<file path="config.mk">
export PLATFORM = sky130hd
export DESIGN_NAME = bmorph_win
export DESIGN_NICKNAME = d
export VERILOG_FILES = /design/src/sv/bmorph_pkg.sv /design/src/sv/bmorph_win.sv
export SDC_FILE = /design/constraint.sdc
export NUM_CORES = 1
export LEC_CHECK = 0
export BUFFER_PORTS_ARGS = -buffer_cell sky130_fd_sc_hd__buf_2
export CORE_MARGIN = 2
export CORE_UTILIZATION = 47
export CTS_CLUSTER_SIZE = 12
export DETAILED_ROUTE_END_ITERATION = 6
export GPL_TIMING_DRIVEN = 0
export PLACE_DENSITY = 0.89
export SYNTH_ARGS = -nofsm -noshare
export SYNTH_HDL_FRONTEND = slang
export SYNTH_SLANG_ARGS = --single-unit
</file>
<file path="constraint.sdc">
create_clock -name clk_i -period 1.8 [get_ports clk_i]
set_clock_uncertainty 0.05 [all_clocks]
set_input_delay 0.36 -clock clk_i [delete_from_list [all_inputs] [get_ports clk_i]]
set_output_delay 0.36 -clock clk_i [all_outputs]
set_load 0.005 [all_outputs]
</file>
<file path="src/sv/bmorph_pkg.sv">
// shared types and constants of the 3x3 binary morphology block
package bmorph_pkg;

  // default image limits
  localparam int unsigned MAX_WIDTH_DEF  = 2048;
  localparam int unsigned MAX_HEIGHT_DEF = 4096;

  // field and register widths
  localparam int unsigned FW_W   = 12;
  localparam int unsigned FH_W   = 13;
  localparam int unsigned MASK_W = 9;
  localparam int unsigned PIX_W  = 8;
  localparam int unsigned APB_AW = 4;
  localparam int unsigned APB_DW = 32;

  // pixel code: bit 0 nonzero, bit 1 full foreground
  localparam int unsigned CODE_W = 2;
  // line store entry: {middle code, upper code}
  localparam int unsigned LINE_W = 2 * CODE_W;
  // window column: {lower, middle, upper} codes, three columns
  localparam int unsigned COL_W  = 3 * CODE_W;
  localparam int unsigned WIN_W  = 3 * COL_W;

  localparam logic [PIX_W-1:0]  PIX_FG  = 8'd255;
  localparam logic [CODE_W-1:0] CODE_FG = 2'b11;

  // register reset values
  localparam logic [FW_W-1:0]   FW_RST   = 12'd640;
  localparam logic [FH_W-1:0]   FH_RST   = 13'd480;
  localparam logic [MASK_W-1:0] MASK_RST = 9'h1FF;

  typedef enum logic {
    MODE_DILATE = 1'b0,
    MODE_ERODE  = 1'b1
  } mode_e;

  typedef enum logic [1:0] {
    REG_FRAME_WIDTH  = 2'd0,
    REG_FRAME_HEIGHT = 2'd1,
    REG_MORPH_MODE   = 2'd2,
    REG_KERNEL_MASK  = 2'd3
  } reg_idx_e;

  // per-item info handed from the position control to the window stage
  typedef struct packed {
    logic              fwd;     // line entry was rewritten at the read edge
    logic              col0;    // input column is zero
    logic              emit;    // item produces an output pixel
    logic              last;    // output pixel closes the frame
    logic [2:0]        col_in;  // center column ox+1-c is interior, per tap column c
    logic [2:0]        row_in;  // center row oy+1-r is interior, per tap row r
    logic [CODE_W-1:0] code;    // code of the incoming pixel
  } item_t;

endpackage

</file>
<file path="src/sv/bmorph_win.sv">
// window stage: line store update, 3x3 window, dilation and erosion, result register
module bmorph_win (
  input  logic                              clk_i,
  input  logic                              rst_ni,
  input  logic                              s1_valid_i,
  input  bmorph_pkg::item_t                 item_i,
  input  logic [bmorph_pkg::LINE_W-1:0]     rd_data_i,
  input  logic                              morph_mode_i,
  input  logic [bmorph_pkg::MASK_W-1:0]     kernel_mask_i,
  output logic                              stage_ready_o,
  output logic                              wr_en_o,
  output logic [bmorph_pkg::LINE_W-1:0]     wr_data_o,
  output logic                              out_valid_o,
  input  logic                              out_ready_i,
  output logic                              out_foreground_o,
  output logic                              end_of_frame_o
);

  localparam int unsigned CODE_W = bmorph_pkg::CODE_W;
  localparam int unsigned COL_W  = bmorph_pkg::COL_W;
  localparam int unsigned WIN_W  = bmorph_pkg::WIN_W;

  logic [WIN_W-1:0]              win_q, win_d, win_shift, win_next, eval_win;
  logic [bmorph_pkg::LINE_W-1:0] last_wr_q, line;
  logic [COL_W-1:0]              newcol;
  logic                          fire, fg;
  logic                          out_valid_q, out_valid_d;
  logic                          out_fg_q, out_eof_q;

  assign stage_ready_o = !out_valid_q || out_ready_i;
  assign fire          = s1_valid_i && stage_ready_o;

  // line entry, taken from the previous write when it raced the read
  assign line   = item_i.fwd ? last_wr_q : rd_data_i;
  assign newcol = {item_i.code, line};

  // upper row takes the old middle, middle row takes the new pixel
  assign wr_en_o   = fire;
  assign wr_data_o = {item_i.code, line[2*CODE_W-1:CODE_W]};

  // window shift; a row start evaluates the previous row's last window
  assign win_shift = {{COL_W{1'b0}}, win_q[WIN_W-1:COL_W]} | {newcol, {(2*COL_W){1'b0}}};

  always_comb begin
    if (item_i.col0) begin
      eval_win = {{COL_W{1'b0}}, win_q[WIN_W-1:COL_W]};
      win_next = {newcol, {(2*COL_W){1'b0}}};
    end else begin
      eval_win = win_shift;
      win_next = win_shift;
    end
  end

  // tap evaluation over the nine mask bits
  always_comb begin
    logic dil;
    logic ero;
    logic [CODE_W-1:0] refl;
    logic [CODE_W-1:0] tap;
    dil = 1'b0;
    ero = item_i.col_in[1] && item_i.row_in[1] &&
          (eval_win[COL_W + CODE_W +: CODE_W] == bmorph_pkg::CODE_FG);
    for (int r = 0; r < 3; r++) begin
      for (int c = 0; c < 3; c++) begin
        refl = eval_win[(2-c)*COL_W + (2-r)*CODE_W +: CODE_W];
        tap  = eval_win[c*COL_W + r*CODE_W +: CODE_W];
        if (kernel_mask_i[r*3+c] && item_i.col_in[c] && item_i.row_in[r] &&
            (refl == bmorph_pkg::CODE_FG)) begin
          dil = 1'b1;
        end
        if (kernel_mask_i[r*3+c] && !tap[0]) begin
          ero = 1'b0;
        end
      end
    end
    fg = (morph_mode_i == bmorph_pkg::MODE_ERODE) ? ero : dil;
  end

  // window register and result register occupancy
  always_comb begin
    win_d = win_q;
    if (fire) begin
      win_d = item_i.last ? '0 : win_next;
    end
    out_valid_d = out_valid_q;
    if (fire && item_i.emit) begin
      out_valid_d = 1'b1;
    end else if (out_ready_i) begin
      out_valid_d = 1'b0;
    end
  end

  always_ff @(posedge clk_i or negedge rst_ni) begin
    if (!rst_ni) begin
      win_q       <= '0;
      out_valid_q <= 1'b0;
    end else begin
      win_q       <= win_d;
      out_valid_q <= out_valid_d;
    end
  end

  // result payload and last line write
  always_ff @(posedge clk_i) begin
    if (fire) begin
      last_wr_q <= wr_data_o;
    end
    if (fire && item_i.emit) begin
      out_fg_q  <= fg;
      out_eof_q <= item_i.last;
    end
  end

  assign out_valid_o      = out_valid_q;
  assign out_foreground_o = out_fg_q;
  assign end_of_frame_o   = out_eof_q;

`ifndef NO_ASSERTIONS
  // the window starts empty after the last pixel of a frame
  assert property (@(posedge clk_i) disable iff (!rst_ni)
    fire && item_i.last |=> (win_q == '0))
    else $error("window not cleared at frame end");
`endif

endmodule

</file>
==> key figures <==
Floorplanning
  • I/O pin count: 39
  • Die Span Y: 49.8 um
  • Starting Density: 50.3%
  • Core area: 1960 um2
  • Die Width: 49.8 um
  • Row cnt: 16
  • Die ar.: 2480 um2

Synth
  • Post-synth EDFFs: 6
  • Synth warn: 0
  • Mapped Cells: 97
  • Sequential share of the synthesized area: 51.3%
  • Async S/R FF share, synth: 68.4%
  • Cell Area, Synth: 986 um2
  • Avg Inst Size Synth: 10.2 um2
  • Syn_nets: 127
  • Primary FF master, synth: dfrtp_1
  • Post-synth cell types: 32
  • Synth Register Bits: 19

Run status
  • Status: finished clean

Clocking
  • Later-pin clock latency in the skew report: 290 ps
  • CTS buffer count: 3
  • Max Buffers Root-to-Sink: 2
  • Worst-path clk slew: 100 ps
  • CTS Root Buffer Type: clkbuf_4
  • CTS tree: built
  • Clock sink count: 19
  • H-tree Lvls: 1

Drt
  • Detailed-route via count: 990
  • Vias per inst: 6.00
  • DRT antenna net count: 0
  • Detailed-route wire length per cell: 16.1 um
  • DR iter-0 viols: 54
  • DRT Wirelength: 2650 um
  • 1st-pass router iterations: 5
  • DRC Markers: 0

Setup path
  • Crit-path slowest cell: dfrtp_1
  • Most used cell, CP: buf_2
  • Startpoint types: flop
  • Crit path capture type: output port
  • Worst Path Required: 1390 ps
  • CP peak stage delay: 390 ps
  • Worst-path fanout max: 9
  • Critical path type: flop to output port
  • Critical path depth: 5
  • R2R cell count: 4
  • Arr. time, crit path: 1300 ps
  • Top cell family by delay on the critical path: buffers and inverters
  • Crit path cell chain: nand2b_1 -> buf_2 -> nand2_4 -> clkinv_4 -> buf_2
  • Buf/Inv on CP: 3

Timing
  • Slew headroom: 71.6%
  • RSZ-0062 raised after global routing: false
  • Max-slew violations: 0
  • Final WS setup: 92.8 ps
  • Final setup TNS: 0 ps
  • Worst slew pin tran: 424 ps
  • Final setup viols: 0
  • Fin. Hold Viols: 0
  • Fmax: 0.586 GHz
  • Minimum clock period: 1710 ps
  • Final period util: 94.8%

Global routing
  • GRT Total Usage: 22.4%
  • Initial antenna violation count: 0
  • Grt ovf: 0
  • Largest net degree at the start of global routing: 14
  • First-pass GRT wire length: 4200 um
  • Vias in the first global route: 920

Pwr
  • Pwr dens: 706 nW/um2
  • Leak: 0.554 nW
  • Worst vdd ir: 0.000432 V

Finish
  • Antenna cell count: 0
  • Layout cells sized above 1: 35.5%
  • Area grow syn2layout: 26.4%
  • Most frequent cells in the layout: buf_2 (38), nand2_1 (14), dfrtp_1 (13), nand4_1 (10), inv_1 (9)
  • Final net count: 169
  • Most common cell after layout, fill and taps aside: buf_2

Placement
  • Port Buffers: 36
  • Detailed Place HPWL: 2040 um
  • DP Worst Slack: 95.3 ps
  • Routability Congestion: 0.957

Min path
  • Worst hold stages: 3
  • Hold crit path type: input port to flop

Job
  • Max_cap viols: 0
==> timing repair <==
item	CTS	global route
cloned	0	0
pin swaps	0	0
hold buffers	1	0
resized for setup	1	2
endpoints found under the hold margin	13	0
endpoints found under the setup margin	1	1
buffers inserted	0	0
==> power breakdown <==
group,switching (mW),internal (mW),total (mW)
registers,0.0226,0.480,0.502
logic,0.0960,0.0713,0.167
clock network,0.124,0.0861,0.210
total,0.242,0.637,0.879
==> final timing paths <==
| kind | end | slack, ps | start |
|---|---|---|---|
| max | wr_en_o | 90 | out_valid_o$_DFFE_PN0P_ |
| min | out_valid_o$_DFFE_PN0P_ | 240 | item_i[9] |
| max reg2reg | out_foreground_o$_DFFE_PP_ | 230 | last_wr_q[3]$_DFFE_PP_ |
| min reg2reg | win_q[7]$_DFFE_PN0P_ | 480 | win_q[7]$_DFFE_PN0P_ |
| max in group asynchronous | win_q[12]$_DFFE_PN0P_ | 1040 | rst_ni |
| min in group asynchronous | win_q[16]$_DFFE_PN0P_ | 430 | rst_ni |
==> cell families (layout without fill, tap and decap cells) <==
logic type | Yosys count | after routing | synth area share, %
AO/OA/AOI/OAI | 20 | 20 | 13.8
buffers and inverters | 16 | 57 | 7.87
flip-flops | 19 | 19 | 51.3
multiplexers | 4 | 4 | 5.71
AND/OR/NAND/NOR | 38 | 38 | 21.3
==> worst reg2reg max path: stages, from the launching register on <==
cell	delay (ps)
edfxtp_1	390
mux2i_2	280
nor4b_2	80
nor4_1	340
o221ai_1	170
==> sequential cells by signal (all words and copies together) (netlist names) <==
| name | count |
|---|---|
| end_of_frame_o | 1 |
| out_foreground_o | 1 |
| last_wr_q | 4 |
| out_valid_o | 1 |
| win_q | 12 |
==> final cells by class <==
cell class,instances,area [um2]
fill,172,716
sequential,19,505
tap,27,33.8
multi-input combinational,62,408
timing repair buffer,37,190
inverter,10,42.5
buffer,6,40.0
clock buffer,4,26.3
==> metal layers <==
metal / wire length [um] / up-vias / share of wire (%) / track usage (%)
met1: 1000 / 448 / 38 / 28.1
li1: - / 438 / - / -
met3: 349 / 6 / 13 / 5.15
met2: 1250 / 98 / 47 / 36.2
met4: 46 / 0 / 1.7 / 10.6
met5: 0 / - / 0 / 0
==> through the flow <==
stage	cells	cell area (um2)	util, %	power [mW]	hold slack, ps
2_1_floorplan	97	986	-	0.585	14.4
3_3_place_gp	160	1200	61.2	0.663	205
3_5_place_dp	160	1200	61.2	0.670	212
4_1_cts	165	1240	63.1	0.878	237
5_1_grt	165	1250	63.5	0.915	261
6_report	165	1250	63.5	0.879	239
==> Yosys cell counts (2+ instances only) <==
| cell | number | area [um2] |
|---|---|---|
| nand2_1 | 14 | 52.6 |
| buf_4 | 2 | 15.0 |
| nand3_1 | 2 | 10.0 |
| dfrtp_1 | 13 | 325 |
| buf_2 | 2 | 10.0 |
| edfxtp_1 | 6 | 180 |
| o21ai_1 | 8 | 40.0 |
| inv_1 | 9 | 33.8 |
| nand4_1 | 10 | 62.6 |
| nand2b_1 | 3 | 18.8 |
| nand4b_1 | 2 | 17.5 |
| o31ai_1 | 5 | 37.5 |
| mux2i_1 | 2 | 20.0 |
Note: power is estimated with default switching activity, not from simulation.
