$ cat config.mk
export PLATFORM = sky130hd
export DESIGN_NAME = bmorph_ctrl
export DESIGN_NICKNAME = d
export VERILOG_FILES = /design/src/sv/bmorph_pkg.sv /design/src/sv/bmorph_ctrl.sv
export SDC_FILE = /design/constraint.sdc
export NUM_CORES = 1
export LEC_CHECK = 0
export BUFFER_PORTS_ARGS = -buffer_cell sky130_fd_sc_hd__buf_2
export CELL_PAD_IN_SITES_DETAIL_PLACEMENT = 0
export CELL_PAD_IN_SITES_GLOBAL_PLACEMENT = 1
export CORE_ASPECT_RATIO = 1.2
export CORE_UTILIZATION = 49
export CTS_CLUSTER_SIZE = 28
export DETAILED_ROUTE_END_ITERATION = 8
export GPL_ROUTABILITY_DRIVEN = 0
export PLACE_DENSITY_LB_ADDON = 0.1
export SLEW_MARGIN = 30
export SYNTH_ARGS = -nofsm -noshare
export SYNTH_HDL_FRONTEND = slang
export SYNTH_SLANG_ARGS = --single-unit
$ cat constraint.sdc
create_clock -name clk_i -period 5 [get_ports clk_i]
set_input_delay 0.25 -clock clk_i [delete_from_list [all_inputs] [get_ports clk_i]]
set_output_delay 0.25 -clock clk_i [all_outputs]
set_load 0.01 [all_outputs]
$ cat src/sv/bmorph_pkg.sv
// shared types and constants of the 3x3 binary morphology block
package bmorph_pkg;

  // default image limits
  localparam int unsigned MAX_WIDTH_DEF  = 2048;
  localparam int unsigned MAX_HEIGHT_DEF = 4096;

  // field and register widths
  localparam int unsigned FW_W   = 12;
  localparam int unsigned FH_W   = 13;
  localparam int unsigned MASK_W = 9;
  localparam int unsigned PIX_W  = 8;
  localparam int unsigned APB_AW = 4;
  localparam int unsigned APB_DW = 32;

  // pixel code: bit 0 nonzero, bit 1 full foreground
  localparam int unsigned CODE_W = 2;
  // line store entry: {middle code, upper code}
  localparam int unsigned LINE_W = 2 * CODE_W;
  // window column: {lower, middle, upper} codes, three columns
  localparam int unsigned COL_W  = 3 * CODE_W;
  localparam int unsigned WIN_W  = 3 * COL_W;

  localparam logic [PIX_W-1:0]  PIX_FG  = 8'd255;
  localparam logic [CODE_W-1:0] CODE_FG = 2'b11;

  // register reset values
  localparam logic [FW_W-1:0]   FW_RST   = 12'd640;
  localparam logic [FH_W-1:0]   FH_RST   = 13'd480;
  localparam logic [MASK_W-1:0] MASK_RST = 9'h1FF;

  typedef enum logic {
    MODE_DILATE = 1'b0,
    MODE_ERODE  = 1'b1
  } mode_e;

  typedef enum logic [1:0] {
    REG_FRAME_WIDTH  = 2'd0,
    REG_FRAME_HEIGHT = 2'd1,
    REG_MORPH_MODE   = 2'd2,
    REG_KERNEL_MASK  = 2'd3
  } reg_idx_e;

  // per-item info handed from the position control to the window stage
  typedef struct packed {
    logic              fwd;     // line entry was rewritten at the read edge
    logic              col0;    // input column is zero
    logic              emit;    // item produces an output pixel
    logic              last;    // output pixel closes the frame
    logic [2:0]        col_in;  // center column ox+1-c is interior, per tap column c
    logic [2:0]        row_in;  // center row oy+1-r is interior, per tap row r
    logic [CODE_W-1:0] code;    // code of the incoming pixel
  } item_t;

endpackage

$ cat src/sv/bmorph_ctrl.sv
// position control: raster counters, line store addressing and the read stage
module bmorph_ctrl #(
  parameter int unsigned MAX_WIDTH  = bmorph_pkg::MAX_WIDTH_DEF,
  parameter int unsigned MAX_HEIGHT = bmorph_pkg::MAX_HEIGHT_DEF
) (
  input  logic                              clk_i,
  input  logic                              rst_ni,
  input  logic                              in_valid_i,
  output logic                              in_ready_o,
  input  logic                              opcode_i,
  input  logic [bmorph_pkg::PIX_W-1:0]      pixel_value_i,
  input  logic [$clog2(MAX_WIDTH):0]        width_i,
  input  logic [$clog2(MAX_HEIGHT):0]       height_i,
  input  logic                              stage_ready_i,
  output logic                              rd_en_o,
  output logic [$clog2(MAX_WIDTH)-1:0]      rd_addr_o,
  output logic                              clr_en_o,
  output logic [$clog2(MAX_WIDTH)-1:0]      clr_addr_o,
  output logic                              s1_valid_o,
  output bmorph_pkg::item_t                 s1_item_o,
  output logic [$clog2(MAX_WIDTH)-1:0]      s1_addr_o
);

  localparam int unsigned CW = $clog2(MAX_WIDTH);
  localparam int unsigned RW = $clog2(MAX_HEIGHT);

  logic [CW-1:0] in_col_q, in_col_d;
  logic [1:0]    in_row_q, in_row_d;
  logic [CW-1:0] out_col_q, out_col_d;
  logic [RW-1:0] out_row_q, out_row_d;
  logic          clr_q, clr_d;
  logic [CW-1:0] clr_addr_q, clr_addr_d;
  logic          s1_valid_q, s1_valid_d;
  bmorph_pkg::item_t s1_item_q, item;
  logic [CW-1:0] s1_addr_q;

  logic accept, s1_fire, in_wrap, out_wrap, row_end, emit, last, col0;
  logic [CW:0] col_inc, ox_inc, ox_ext, wm1, wm2;
  logic [RW:0] oy_inc, oy_ext, hm1, hm2;
  logic [bmorph_pkg::PIX_W-1:0] pix;

  // handshake of the read stage
  assign s1_fire    = s1_valid_q && stage_ready_i;
  assign in_ready_o = !clr_q && (!s1_valid_q || stage_ready_i);
  assign accept     = in_valid_i && in_ready_o;

  // position compares
  assign col0    = (in_col_q == '0);
  assign col_inc = (CW+1)'(in_col_q) + (CW+1)'(1);
  assign ox_ext  = (CW+1)'(out_col_q);
  assign ox_inc  = ox_ext + (CW+1)'(1);
  assign oy_ext  = (RW+1)'(out_row_q);
  assign oy_inc  = oy_ext + (RW+1)'(1);
  assign wm1     = width_i - (CW+1)'(1);
  assign wm2     = width_i - (CW+1)'(2);
  assign hm1     = height_i - (RW+1)'(1);
  assign hm2     = height_i - (RW+1)'(2);
  assign in_wrap  = (col_inc >= width_i);
  assign out_wrap = (ox_inc >= width_i);
  assign row_end  = (oy_inc >= height_i);
  assign emit     = (in_row_q == 2'd2) || ((in_row_q == 2'd1) && !col0);
  assign last     = emit && out_wrap && row_end;

  // pixel code and item info
  assign pix = opcode_i ? '0 : pixel_value_i;

  always_comb begin
    item.fwd       = s1_fire && (s1_addr_q == in_col_q);
    item.col0      = col0;
    item.emit      = emit;
    item.last      = last;
    item.col_in[0] = (ox_inc <= wm2);
    item.col_in[1] = (out_col_q != '0) && (ox_ext <= wm2);
    item.col_in[2] = (out_col_q >= CW'(2)) && (ox_ext <= wm1);
    item.row_in[0] = (oy_inc <= hm2);
    item.row_in[1] = (out_row_q != '0) && (oy_ext <= hm2);
    item.row_in[2] = (out_row_q >= RW'(2)) && (oy_ext <= hm1);
    item.code      = {pix == bmorph_pkg::PIX_FG, pix != '0};
  end

  // raster counters advance on input transfers, the output counters only on emitting ones
  always_comb begin
    in_col_d  = in_col_q;
    in_row_d  = in_row_q;
    out_col_d = out_col_q;
    out_row_d = out_row_q;
    if (accept) begin
      if (last) begin
        in_col_d  = '0;
        in_row_d  = '0;
        out_col_d = '0;
        out_row_d = '0;
      end else begin
        if (in_wrap) begin
          in_col_d = '0;
          in_row_d = (in_row_q == 2'd2) ? 2'd2 : in_row_q + 2'd1;
        end else begin
          in_col_d = in_col_q + CW'(1);
        end
        if (emit) begin
          if (out_wrap) begin
            out_col_d = '0;
            out_row_d = out_row_q + RW'(1);
          end else begin
            out_col_d = out_col_q + CW'(1);
          end
        end
      end
    end
  end

  // clear sweep after reset and read stage occupancy
  always_comb begin
    clr_d      = clr_q;
    clr_addr_d = clr_addr_q;
    if (clr_q) begin
      clr_addr_d = clr_addr_q + CW'(1);
      if (clr_addr_q == CW'(MAX_WIDTH - 1)) begin
        clr_d = 1'b0;
      end
    end
    s1_valid_d = s1_valid_q;
    if (accept) begin
      s1_valid_d = 1'b1;
    end else if (s1_fire) begin
      s1_valid_d = 1'b0;
    end
  end

  always_ff @(posedge clk_i or negedge rst_ni) begin
    if (!rst_ni) begin
      in_col_q   <= '0;
      in_row_q   <= '0;
      out_col_q  <= '0;
      out_row_q  <= '0;
      clr_q      <= 1'b1;
      clr_addr_q <= '0;
      s1_valid_q <= 1'b0;
    end else begin
      in_col_q   <= in_col_d;
      in_row_q   <= in_row_d;
      out_col_q  <= out_col_d;
      out_row_q  <= out_row_d;
      clr_q      <= clr_d;
      clr_addr_q <= clr_addr_d;
      s1_valid_q <= s1_valid_d;
    end
  end

  // read stage payload
  always_ff @(posedge clk_i) begin
    if (accept) begin
      s1_item_q <= item;
      s1_addr_q <= in_col_q;
    end
  end

  assign rd_en_o    = accept;
  assign rd_addr_o  = in_col_q;
  assign clr_en_o   = clr_q;
  assign clr_addr_o = clr_addr_q;
  assign s1_valid_o = s1_valid_q;
  assign s1_item_o  = s1_item_q;
  assign s1_addr_o  = s1_addr_q;

`ifndef NO_ASSERTIONS
  // a stalled read stage keeps its item and address
  assert property (@(posedge clk_i) disable iff (!rst_ni)
    s1_valid_q && !stage_ready_i |=> s1_valid_q && $stable(s1_addr_q))
    else $error("read stage item lost during stall");

  // output counters stay at the origin until the first output row starts
  assert property (@(posedge clk_i) disable iff (!rst_ni)
    (in_row_q == 2'd0) |-> (out_col_q == '0) && (out_row_q == '0))
    else $error("output position moved before first emit");

  // frame end returns every counter to the origin
  assert property (@(posedge clk_i) disable iff (!rst_ni)
    accept && last |=> (in_col_q == '0) && (in_row_q == 2'd0) && (out_col_q == '0))
    else $error("counters not cleared at frame end");
`endif

endmodule

==> results.ini <==
[worst_setup_path]
r2r_cells = 12
startpoint_type = flip-flop
cp_max_fo = 13
rrSetupSlack_ps = 1190
cp_num_cells = 12
crit_buf_inv = 1
cp_slowest_cell = dfrtp_1
critPathMaxStageDelay_ps = 550
worst_ep_arrival_time_ps = 4030
crit_path_start = out_row_q[1]$_DFFE_PN0P_
cp-end-kind = flip-flop
reg2reg_to = in_row_q[0]$_DFFE_PN0P_
r2r_start = out_row_q[1]$_DFFE_PN0P_
cp_top_family = compound AO/OA/AOI/OAI gates
crit_path_end = in_row_q[0]$_DFFE_PN0P_
critPathMostFrequentCell = ha_1
critPathKind = flip-flop to flip-flop
worstPathRequired_ps = 5220
path_cells = ha_1, and3_1, nand3_1, xnor2_1, ha_1, and2_0, a221o_1, a221oi_1, o21ai_0, buf_4, a31o_2, a311o_1

[synth]
ys_types = 60
syn_inst = 745
ys_dominant_reg_cell = dfrtp_1
synth_area_sq_um = 6780
synth_edf_count = 23
synth_top_area_share = 0.225
synth_mux_area_frac = 0.00498
synth_compound_area_frac = 0.142
syn_nets = 905
synth_xor_area_frac = 0.115
async_flop_share = 0.681
synth_seq_cells = 72
synth_top_family_by_area = adder cells
ys_seq_area_frac = 0.283
avgSynthCellArea_sq_um = 9.10
yosysWarnings = 0
synthAdderAreaFrac = 0.225
synth_top_area_cell = ha_1
synth-simple-area-share = 0.188
synthTopCellsByArea = ha_1 (23%), dfrtp_1 (18%), xnor2_1 (10%)

[final_layout]
final_nets = 983
layout_common_cells = ha_1 (122), buf_2 (86), xnor2_1 (80)
final_common_cell = ha_1
drive_gt1_frac = 0.146
num_antenna_cells = 0
area_growth_pct = 12.3
utilization = 0.570
design_area_sq_um = 7610

[routing]
drt_iter0_markers = 302
drt_first_pass_iters = 5
drt-vias-per-instance = 5.86
drt-total-wl_mm = 17.7
remaining_drc_errors = 0
vias = 5838
wire_per_inst_microns = 17.8
ant_nets = 0

[clocking]
clockRootBuffer = clkbuf_16
postCtsHoldBufs = 0
h-tree-depth = 3
insertion_delay_ps = 340
cts_resized = 0
numCtsBuffers = 9
post_cts_buffers = 0
clkTransAtPathRegs_ps = 60
cts_tree = done
clock_sinks = 72
cts_buffer_depth = 2

[grt]
grt_pass1_vias = 5725
track_usage = 0.260
top_usage_layer = met2
grt_max_degree = 50
grtUsageMet3 = 0.0357
use_met2 = 0.464
grt_overflow_total = 0
met1_usage = 0.306
antenna_found_initial = 0
grt_pass1_wl_mm = 28.5

[sta]
rsz0062_at_grt = false
max_slew_margin = 0.532
hold_viol_final = 0
setup_violations = 0
timing.final.max_slew_violations = 0
fmax_mhz = 263
min_period_ps = 3810
setup_tns_ps = 0
finClkSkew_ps = 5.65
max_slew.worst_pin.slew_ps = 702
finalCritPeriodShare = 0.761

[pwr]
p_leak_nw = 3.65
peakVddDrop_v = 0.000175
powerDensity_nw_per_um2 = 305

[floorplan]
die_w_microns = 109
die_h_microns = 131
row_count = 46
core_sq_um = 13400
dieArea_sq_um = 14300
start_util = 0.508
ios = 87

[run_status]
status = finished, final reports clean

[place]
numPortBuffers = 86
dp_hpwl_mm = 14.1
placed_cell_area_sq_um = 7340

[flow_run]
cap_violations = 0

[min_path]
hp-class = primary input to async pin

## kinds of logic (layout without fill, tap and decap cells)
group,Yosys count,after routing
AOI/OAI and AO/OA,142,142
xor gates and xnor gates,89,89
adders and majority gates,122,122
buffers and inverters,70,153
DFF,72,72
muxes,3,3
and+or+nand+nor,247,247
## metrics by stage
| stage | cells | hold slack [ps] | worst slack (ps) | power, W |
|---|---|---|---|---|
| 6_report | 996 | 21.8 | 1190 | 0.00232 |
| 5_1_grt | 996 | 107 | 963 | 0.00251 |
| 4_1_cts | 996 | 63.8 | 1200 | 0.00234 |
| 3_5_place_dp | 980 | 425 | 1230 | 0.00173 |
| 3_3_place_gp | 980 | 414 | 1350 | 0.00169 |
| 2_1_floorplan | 745 | -45.6 | 1850 | 0.00144 |
## worst reg2reg max path, stage by stage (launching register included)
cell	delay [ps]
dfrtp_1	550
ha_1	330
and3_1	260
nand3_1	110
xnor2_1	290
ha_1	310
and2_0	180
a221o_1	290
a221oi_1	340
o21ai_0	140
buf_4	200
a31o_2	300
a311o_1	380
## how the worst min path moves through the flow
stage                                      endpoint  depth (start not counted)
final                     clr_addr_o[5]$_DFFE_PN0P_                          2
after global routing      clr_addr_o[5]$_DFFE_PN0P_                          2
after CTS                 clr_addr_o[5]$_DFFE_PN0P_                          2
after detailed placement  clr_addr_o[5]$_DFFE_PN0P_                          2
after global placement    clr_addr_o[5]$_DFFE_PN0P_                          2
after floorplan           clr_addr_o[0]$_DFFE_PN0P_                          0
## cell usage after synthesis, types with 3 or more instances
master,n
ha_1,122
xnor2_1,80
nand2_1,63
dfrtp_1,48
inv_1,46
nor2_1,41
o21ai_0,38
nand3_1,36
nand4_1,31
a21o_1,23
a21oi_1,23
edfxtp_1,23
clkbuf_1,18
nor3_1,16
nor4_1,14
nor2b_1,12
o21a_1,9
xor2_1,9
a22o_1,8
and3_1,8
o211ai_1,8
a211oi_1,5
and4_1,5
a311o_1,4
nand2b_1,4
buf_6,3
mux2_2,3
## where the power goes
group          switching, W  leakage [nW]  internal (W)
registers          0.000133         0.825      0.000688
clock network      0.000267         0.129      0.000338
logic              0.000510          2.69      0.000388
## layout make-up
type	instances	area, sq um
fill	1216	5740
sequential	72	1920
tap	168	210
timing repair buffer	90	460
clock inverter	6	42.5
multi-input combinational	603	4570
clock buffer	10	229
inverter	47	176
## registers in the layout, summed over array words and instances, names as in the netlist
name	cells
clr_addr_o	11
rd_addr_o	11
s1_valid_o	1
in_row_q	2
out_row_q	12
s1_addr_o	11
out_col_q	11
s1_item_o	12
clr_en_o	1
## metal layers
layer,part of all wire,vias up
li1,-,2875
met1,0.42,2775
met2,0.51,143
met3,0.034,45
met4,0.042,0
met5,0,-
Note: power is estimated with default switching activity, not from simulation.
